<file path="config.mk">
export PLATFORM = sky130hd
export DESIGN_NAME = uniform_rejection_sampler_unit
export DESIGN_NICKNAME = d
export VERILOG_FILES = /design/src/rtl/core/urs_pkg.sv /design/src/rtl/core/uniform_rejection_sampler_unit.sv /design/src/rtl/core/urs_front.sv /design/src/rtl/core/urs_queue.sv
export SDC_FILE = /design/constraint.sdc
export NUM_CORES = 1
export LEC_CHECK = 0
export ABC_AREA = 1
export BUFFER_PORTS_ARGS = -buffer_cell sky130_fd_sc_hd__buf_4
export CAP_MARGIN = 15
export CORE_MARGIN = 3
export CORE_UTILIZATION = 52
export DETAILED_ROUTE_END_ITERATION = 16
export PLACE_DENSITY = 0.85
export SYNTH_ARGS = -nofsm -noshare
export SYNTH_HDL_FRONTEND = slang
export SYNTH_SLANG_ARGS = --single-unit
</file>
<file path="constraint.sdc">
create_clock -name clk -period 4.49 [get_ports clk]
set_input_delay 1.1225 -clock clk [delete_from_list [all_inputs] [get_ports clk]]
set_output_delay 1.1225 -clock clk [all_outputs]
set_load 0.01 [all_outputs]
</file>
<file path="src/rtl/core/urs_pkg.sv">
// Shared types and constants for the uniform rejection sampler.
// No dependencies; imported by every module of the block.
`default_nettype none

package urs_pkg;

	localparam int unsigned MAX_COEFFS = 256;
	localparam int unsigned CNT_W      = 9;
	localparam int unsigned COEFF_W    = 23;
	localparam int unsigned POS_W      = 8;
	localparam int unsigned QDEPTH     = 4;
	localparam int unsigned QPTR_W     = 2;
	localparam int unsigned QCNT_W     = 3;

	localparam logic [COEFF_W-1:0] SAMPLER_Q = 23'd8380417;
	localparam logic [CNT_W-1:0]   LIMIT_MAX = CNT_W'(MAX_COEFFS);

	localparam logic [1:0] PH_B0 = 2'd0;
	localparam logic [1:0] PH_B1 = 2'd1;
	localparam logic [1:0] PH_B2 = 2'd2;

	localparam logic REG_TARGET = 1'b0;

	typedef struct packed {
		logic               coeff_valid;
		logic [COEFF_W-1:0] coefficient;
		logic [POS_W-1:0]   position;
		logic               run_done;
		logic [CNT_W-1:0]   written_count;
	} result_t;

	typedef struct packed {
		logic    push;
		result_t res;
	} push_t;

endpackage

`default_nettype wire

</file>
<file path="src/rtl/core/uniform_rejection_sampler_unit.sv">
// Top level of the uniform rejection sampler: APB register, front end and
// result queue. Depends on urs_pkg, urs_front and urs_queue.
`default_nettype none

// One byte is taken per cycle whenever the four-entry result queue has room;
// a result is written into the queue as its byte is transferred and reaches
// the output once older results are taken. Throughput is one byte per cycle
// as long as the consumer drains results; only a full queue stalls input.
// Register target_count (byte address 0, reset 256) caps the coefficients
// per buffer at min(target_count, 256); write it only while idle.

module uniform_rejection_sampler_unit import urs_pkg::*; (
	input  wire logic               clk,
	input  wire logic               arst_n,
	input  wire logic               psel,
	input  wire logic               penable,
	input  wire logic               pwrite,
	input  wire logic [2:0]         paddr,
	input  wire logic [31:0]        pwdata,
	output logic      [31:0]        prdata,
	output logic                    pready,
	input  wire logic               in_valid,
	output logic                    in_ready,
	input  wire logic [7:0]         data_byte,
	input  wire logic               last_byte,
	output logic                    out_valid,
	input  wire logic               out_ready,
	output logic                    coeff_valid,
	output logic      [COEFF_W-1:0] coefficient,
	output logic      [POS_W-1:0]   position,
	output logic                    run_done,
	output logic      [CNT_W-1:0]   written_count
);

	logic [CNT_W-1:0] target_q;
	logic             full;
	push_t            wr;
	result_t          rd;

	assign pready   = 1'b1;
	assign prdata   = (paddr[2] == REG_TARGET) ? {{(32-CNT_W){1'b0}}, target_q} : '0;
	assign in_ready = !full;

	always_ff @(posedge clk or negedge arst_n) begin
		if (!arst_n) begin
			target_q <= LIMIT_MAX;
		end else if (psel && penable && pwrite && (paddr[2] == REG_TARGET)) begin
			target_q <= pwdata[CNT_W-1:0];
		end
	end

	urs_front u_front (
		.clk          (clk),
		.arst_n       (arst_n),
		.accept       (in_valid && in_ready),
		.data_byte    (data_byte),
		.last_byte    (last_byte),
		.target_count (target_q),
		.wr           (wr)
	);

	urs_queue u_queue (
		.clk       (clk),
		.arst_n    (arst_n),
		.wr        (wr),
		.full      (full),
		.out_valid (out_valid),
		.out_ready (out_ready),
		.rd        (rd)
	);

	assign coeff_valid   = rd.coeff_valid;
	assign coefficient   = rd.coefficient;
	assign position      = rd.position;
	assign run_done      = rd.run_done;
	assign written_count = rd.written_count;

endmodule

`default_nettype wire

</file>
<file path="src/rtl/core/urs_front.sv">
// Front end: gathers bytes into 23-bit candidates, tests them against q,
// tracks the per-buffer count and emits result records. Uses urs_pkg.
`default_nettype none

module urs_front import urs_pkg::*; (
	input  wire logic             clk,
	input  wire logic             arst_n,
	input  wire logic             accept,
	input  wire logic [7:0]       data_byte,
	input  wire logic             last_byte,
	input  wire logic [CNT_W-1:0] target_count,
	output push_t                 wr
);

	logic [1:0]         phase_q;
	logic [15:0]        partial_q;
	logic [CNT_W-1:0]   count_q;
	logic [CNT_W-1:0]   limit;
	logic               active;
	logic [COEFF_W-1:0] cand;
	logic               got;

	assign limit  = (target_count > LIMIT_MAX) ? LIMIT_MAX : target_count;
	assign active = count_q < limit;
	assign cand   = {data_byte[6:0], partial_q};
	assign got    = active && (phase_q == PH_B2) && (cand < SAMPLER_Q);

	always_comb begin
		wr.push                  = accept && (got || last_byte);
		wr.res.coeff_valid       = got;
		wr.res.coefficient       = got ? cand : '0;
		wr.res.position          = got ? count_q[POS_W-1:0] : '0;
		wr.res.run_done          = last_byte;
		wr.res.written_count     = count_q + CNT_W'(got);
	end

	always_ff @(posedge clk or negedge arst_n) begin
		if (!arst_n) begin
			phase_q   <= PH_B0;
			partial_q <= '0;
			count_q   <= '0;
		end else if (accept) begin
			if (last_byte) begin
				phase_q   <= PH_B0;
				partial_q <= '0;
				count_q   <= '0;
			end else if (active) begin
				unique case (phase_q)
					PH_B0: begin
						partial_q <= {8'h00, data_byte};
						phase_q   <= PH_B1;
					end
					PH_B1: begin
						partial_q[15:8] <= data_byte;
						phase_q         <= PH_B2;
					end
					default: begin
						phase_q <= PH_B0;
						if (got)
							count_q <= count_q + CNT_W'(1);
					end
				endcase
			end
		end
	end

	a_count_bounded: assert property (@(posedge clk) disable iff (!arst_n)
		count_q <= LIMIT_MAX)
		else $error("accepted count above maximum");
	a_coeff_below_q: assert property (@(posedge clk) disable iff (!arst_n)
		wr.push && wr.res.coeff_valid |-> wr.res.coefficient < SAMPLER_Q)
		else $error("coefficient not below q");
	a_last_clears: assert property (@(posedge clk) disable iff (!arst_n)
		accept && last_byte |=> count_q == '0 && phase_q == PH_B0)
		else $error("buffer end did not clear state");

endmodule

`default_nettype wire

</file>
<file path="src/rtl/core/urs_queue.sv">
// Back end: short result queue that decouples the sampler from the
// output consumer and drives the result channel. Uses urs_pkg.
`default_nettype none

module urs_queue import urs_pkg::*; (
	input  wire logic  clk,
	input  wire logic  arst_n,
	input  wire push_t wr,
	output logic       full,
	output logic       out_valid,
	input  wire logic  out_ready,
	output result_t    rd
);

	result_t           mem_q [QDEPTH];
	logic [QPTR_W-1:0] wptr_q;
	logic [QPTR_W-1:0] rptr_q;
	logic [QCNT_W-1:0] cnt_q;
	logic              pop;

	assign full      = cnt_q == QCNT_W'(QDEPTH);
	assign out_valid = cnt_q != '0;
	assign pop       = out_valid && out_ready;
	assign rd        = mem_q[rptr_q];

	always_ff @(posedge clk) begin
		if (wr.push)
			mem_q[wptr_q] <= wr.res;
	end

	always_ff @(posedge clk or negedge arst_n) begin
		if (!arst_n) begin
			wptr_q <= '0;
			rptr_q <= '0;
			cnt_q  <= '0;
		end else begin
			if (wr.push)
				wptr_q <= wptr_q + QPTR_W'(1);
			if (pop)
				rptr_q <= rptr_q + QPTR_W'(1);
			case ({wr.push, pop})
				2'b10:   cnt_q <= cnt_q + QCNT_W'(1);
				2'b01:   cnt_q <= cnt_q - QCNT_W'(1);
				default: cnt_q <= cnt_q;
			endcase
		end
	end

	a_no_overflow: assert property (@(posedge clk) disable iff (!arst_n)
		wr.push |-> !full)
		else $error("push into full queue");
	a_cnt_range: assert property (@(posedge clk) disable iff (!arst_n)
		cnt_q <= QCNT_W'(QDEPTH))
		else $error("queue count out of range");
	a_ptr_track: assert property (@(posedge clk) disable iff (!arst_n)
		QPTR_W'(wptr_q - rptr_q) == cnt_q[QPTR_W-1:0])
		else $error("queue pointers disagree with count");

endmodule

`default_nettype wire

</file>
==> flow_metrics.py <==
metrics = {
    "synthesis": {
        "synth-seq-cells": 211,
        "syn_area_per_cell_um2": 10.93,
        "synth_area_leaders": "edfxtp_1 55%, dfrtp_1 11%, nor2_1 7.0%, o21ai_0 4.9%, nand2_1 3.9%",
        "synth_warnings": 0,
        "synth_cells": 842,
        "syn-cell-area_um2": 9206,
        "yosysSeqAreaShare_pct": 66.50,
        "synth_largest_area_cell": "edfxtp_1",
        "yosysTopAreaCellShare_pct": 54.80,
        "synth.distinct_cells": 33,
    },
    "finish": {
        "post_route_cells_drive_above_1_share_pct": 14.29,
        "num-nets-final": 980,
        "seqCellArea_um2": 6123,
        "multi_input_area_um2": 2589,
        "antenna_cells": 0,
        "fin_cells": 1149,
        "final_util_pct": 61.15,
        "area_growth_pct": 14.88,
        "nFillCells": 1306,
    },
    "die": {
        "initial_core_util_pct": 53.23,
        "die_w_um": 139.1,
        "die_h_um": 139.1,
        "ioPinCount": 128,
        "rows": 48,
        "fp.dieArea_um2": 19340,
        "core_area_um2": 17300,
    },
    "min_path": {
        "min_from": "u_queue.cnt_q[0]$_DFFE_PN0P_",
        "hp-class": "flip-flop to flip-flop",
        "holdPathStages": 1,
        "min_to": "u_queue.cnt_q[0]$_DFFE_PN0P_",
    },
    "clock_tree": {
        "clk_latency_ns": 0.49,
        "cts_tree": "built",
        "cts_buffers": 20,
        "cts_root_buf": "clkbuf_16",
        "cts.hold.buffers_added": 0,
        "post_cts_resized": 0,
        "cts_sinks": 211,
        "clk_path_buf_depth": 3,
        "clk_pin_slew_worst_paths_ns": 0.06,
        "cts-htree-levels": 1,
        "cts_setup_buffers": 0,
    },
    "place": {
        "dp_cells": 1115,
        "hpwl_mm": 11.76,
        "place_ws_ns": 0.7759,
        "io_buffers": 78,
        "gp_congestion": 0.8878,
    },
    "global_route": {
        "grt_pass1_vias": 6059,
        "grt_use_total_pct": 19.27,
        "grt-ovfl-total": 0,
        "grt_pass1_wl_mm": 30.49,
        "antenna_found_initial": 0,
        "grt_max_degree": 86,
    },
    "setup_path": {
        "startpoint_type": "flip-flop",
        "critPathMaxStageDelay_ns": 0.39,
        "r2r_start": "target_q[3]$_DFFE_PN0P_",
        "required_ns": 4.78,
        "r2r-end": "u_queue.mem_q[2][6]$_DFFE_PP_",
        "crit_fanout": 10,
        "setup.worst_path.end_class": "flip-flop",
        "cpMaxStageDelayCell": "dfrtp_1",
        "crit_type": "flip-flop to flip-flop",
        "critical_path_arrival_ns": 4.03,
        "rr_worst_depth": 17,
        "crit_chain": "nor2_1 > nand2_1 > o21ai_4 > nand2_1 > ha_1 > nand2_1 > inv_1 > o21ai_0 > nand3_1 > nor2_1 > nand3_2 > inv_1 > ha_1 > ha_1 > nand3_1 > nor3_1 > xor2_1",
        "reg2reg_slack_ns": 0.75,
    },
    "routing": {
        "num_vias": 6367,
        "top_layer_used": "met4",
        "wl_mm": 19.20,
        "drc": 0,
        "first_pass_iters": 5,
        "wl_met1_mm": 8.026,
        "wl_met3_mm": 1.192,
        "routed_via_density": 5.541,
        "wl_per_cell_um": 16.71,
        "drt_iter0_markers": 656,
        "wl_met2_mm": 9.626,
        "antenna_left": 0,
    },
    "timing": {
        "final-hold-violation-count": 0,
        "setup_tns_ns": 0,
        "relSlewSlack_pct": 42.48,
        "grt_setup_unrepaired": "false",
        "worstMarginPinSlew_ns": 0.8619,
        "postLayoutSetupSlackWorst_ns": 0.7510,
        "finalClockSkew_ns": 0.01735,
        "setup_viol": 0,
        "slew_viol_final": 0,
        "fin_crit_sh_pct": 83.27,
        "fmax_mhz": 267.5,
        "worst_hold_slack_ns": 0.4825,
        "fin_crit_ns": 3.739,
    },
    "pwr": {
        "vdd.ir_drop.worst_v": 0.0004627,
        "power-per-cell-area_nw_per_um2": 613.4,
        "power_leakage_nw": 4.260,
    },
    "outcome": {
        "status": "complete, no violations",
    },
    "flow_run": {
        "maxCapViolations": 0,
    },
}
==> state kept, by name (all words and copies together), names as in the netlist <==
name	count
u_queue.mem_q	168
u_front.partial_q	16
target_q	9
u_front.count_q	9
u_queue.cnt_q	3
u_front.phase_q	2
u_queue.rptr_q	2
u_queue.wptr_q	2
==> layer usage <==
layer / vias up / track usage [%]
met5: - / 0
met4: 0 / 6.231
met3: 30 / 3.103
met2: 263 / 32.88
met1: 3079 / 25.50
li1: 2995 / -
==> synth_stat cells, drive strengths merged <==
master,instances
nor2,172
edfxtp,168
nand2,99
o21ai,92
inv,64
dfrtp,42
o22ai,42
buf,34
clkbuf,30
nand3,24
nand4,19
ha,16
a21oi,15
xor2,9
nor3,5
conb,2
o211ai,2
and2,1
and3,1
clkinv,1
dfstp,1
fa,1
o21a,1
xnor2,1
==> placed cells by master, fill, tap and decap left out, types with 2 or more instances in the layout <==
cell type / n
o22ai_1: 42
clkbuf_8: 2
a21oi_1: 15
dfrtp_1: 41
conb_1: 24
ha_1: 16
nand2_1: 96
clkinv_2: 4
nand2_2: 2
clkinv_1: 3
nor2_4: 4
clkbuf_16: 21
nand4_1: 19
buf_12: 3
xor2_1: 9
nand3_1: 22
o21ai_0: 90
buf_4: 87
clkbuf_1: 4
nor3_1: 4
nor2_1: 168
o211ai_1: 2
edfxtp_1: 168
inv_1: 63
==> metrics by stage <==
stage	cell area, um^2	power (W)
4_1_cts	10580	0.006533
6_report	10580	0.006487
5_1_grt	10580	0.006866
2_1_floorplan	9289	0.003989
3_5_place_dp	9951	0.004919
3_3_place_gp	9951	0.004846
==> worst max-delay path by stage <==
| stage | start | slack, ns | depth (start not counted) | endpoint |
|---|---|---|---|---|
| floorplan | target_q[1]$_DFFE_PN0P_ | 0.28 | 15 | u_queue.mem_q[0][0]$_DFFE_PP_ |
| global placement | target_q[1]$_DFFE_PN0P_ | 0.80 | 15 | u_queue.mem_q[3][3]$_DFFE_PP_ |
| detailed placement | target_q[1]$_DFFE_PN0P_ | 0.78 | 15 | u_queue.mem_q[3][5]$_DFFE_PP_ |
| CTS | target_q[1]$_DFFE_PN0P_ | 0.73 | 17 | u_queue.mem_q[0][6]$_DFFE_PP_ |
| global route | target_q[3]$_DFFE_PN0P_ | 0.35 | 17 | u_queue.mem_q[0][8]$_DFFE_PP_ |
| finish | target_q[3]$_DFFE_PN0P_ | 0.75 | 17 | u_queue.mem_q[2][6]$_DFFE_PP_ |
==> where the power goes <==
group	switching [W]	internal (W)	total [W]
logic	0.00144	0.000842	0.00228
clock network	0.000664	0.000941	0.00161
registers	0.000147	0.00246	0.00260
total	0.00225	0.00424	0.00649
==> layout make-up <==
type                    count  area share, %
well taps                 225          2.662
clock inverters             7         0.5442
clock buffers              27          5.371
multi-input cells         524          24.48
inverters                  65          2.307
repair buffers             90          6.743
flip-flops and latches    211          57.90
==> kinds of logic after synthesis <==
kind of cell / after synthesis / synth area share [%]
adders and majority gates: 17 / 2.392
AOI/OAI and AO/OA: 152 / 9.038
DFF: 211 / 66.50
buffers and inverters: 129 / 6.605
xor gates and xnor gates: 10 / 0.9514
and+or+nand+nor: 321 / 14.43
other: 2 / 0.08157
==> critical path: cells and delay by family (launching register included) <==
family | cells | cell delay, ns
flops | 1 | 0.39
simple gates | 9 | 1.35
buf+inv | 2 | 0.24
fa+ha+maj | 3 | 0.85
compound gates | 2 | 0.37
xor+xnor | 1 | 0.30
Power figures use the tool's default switching activity.
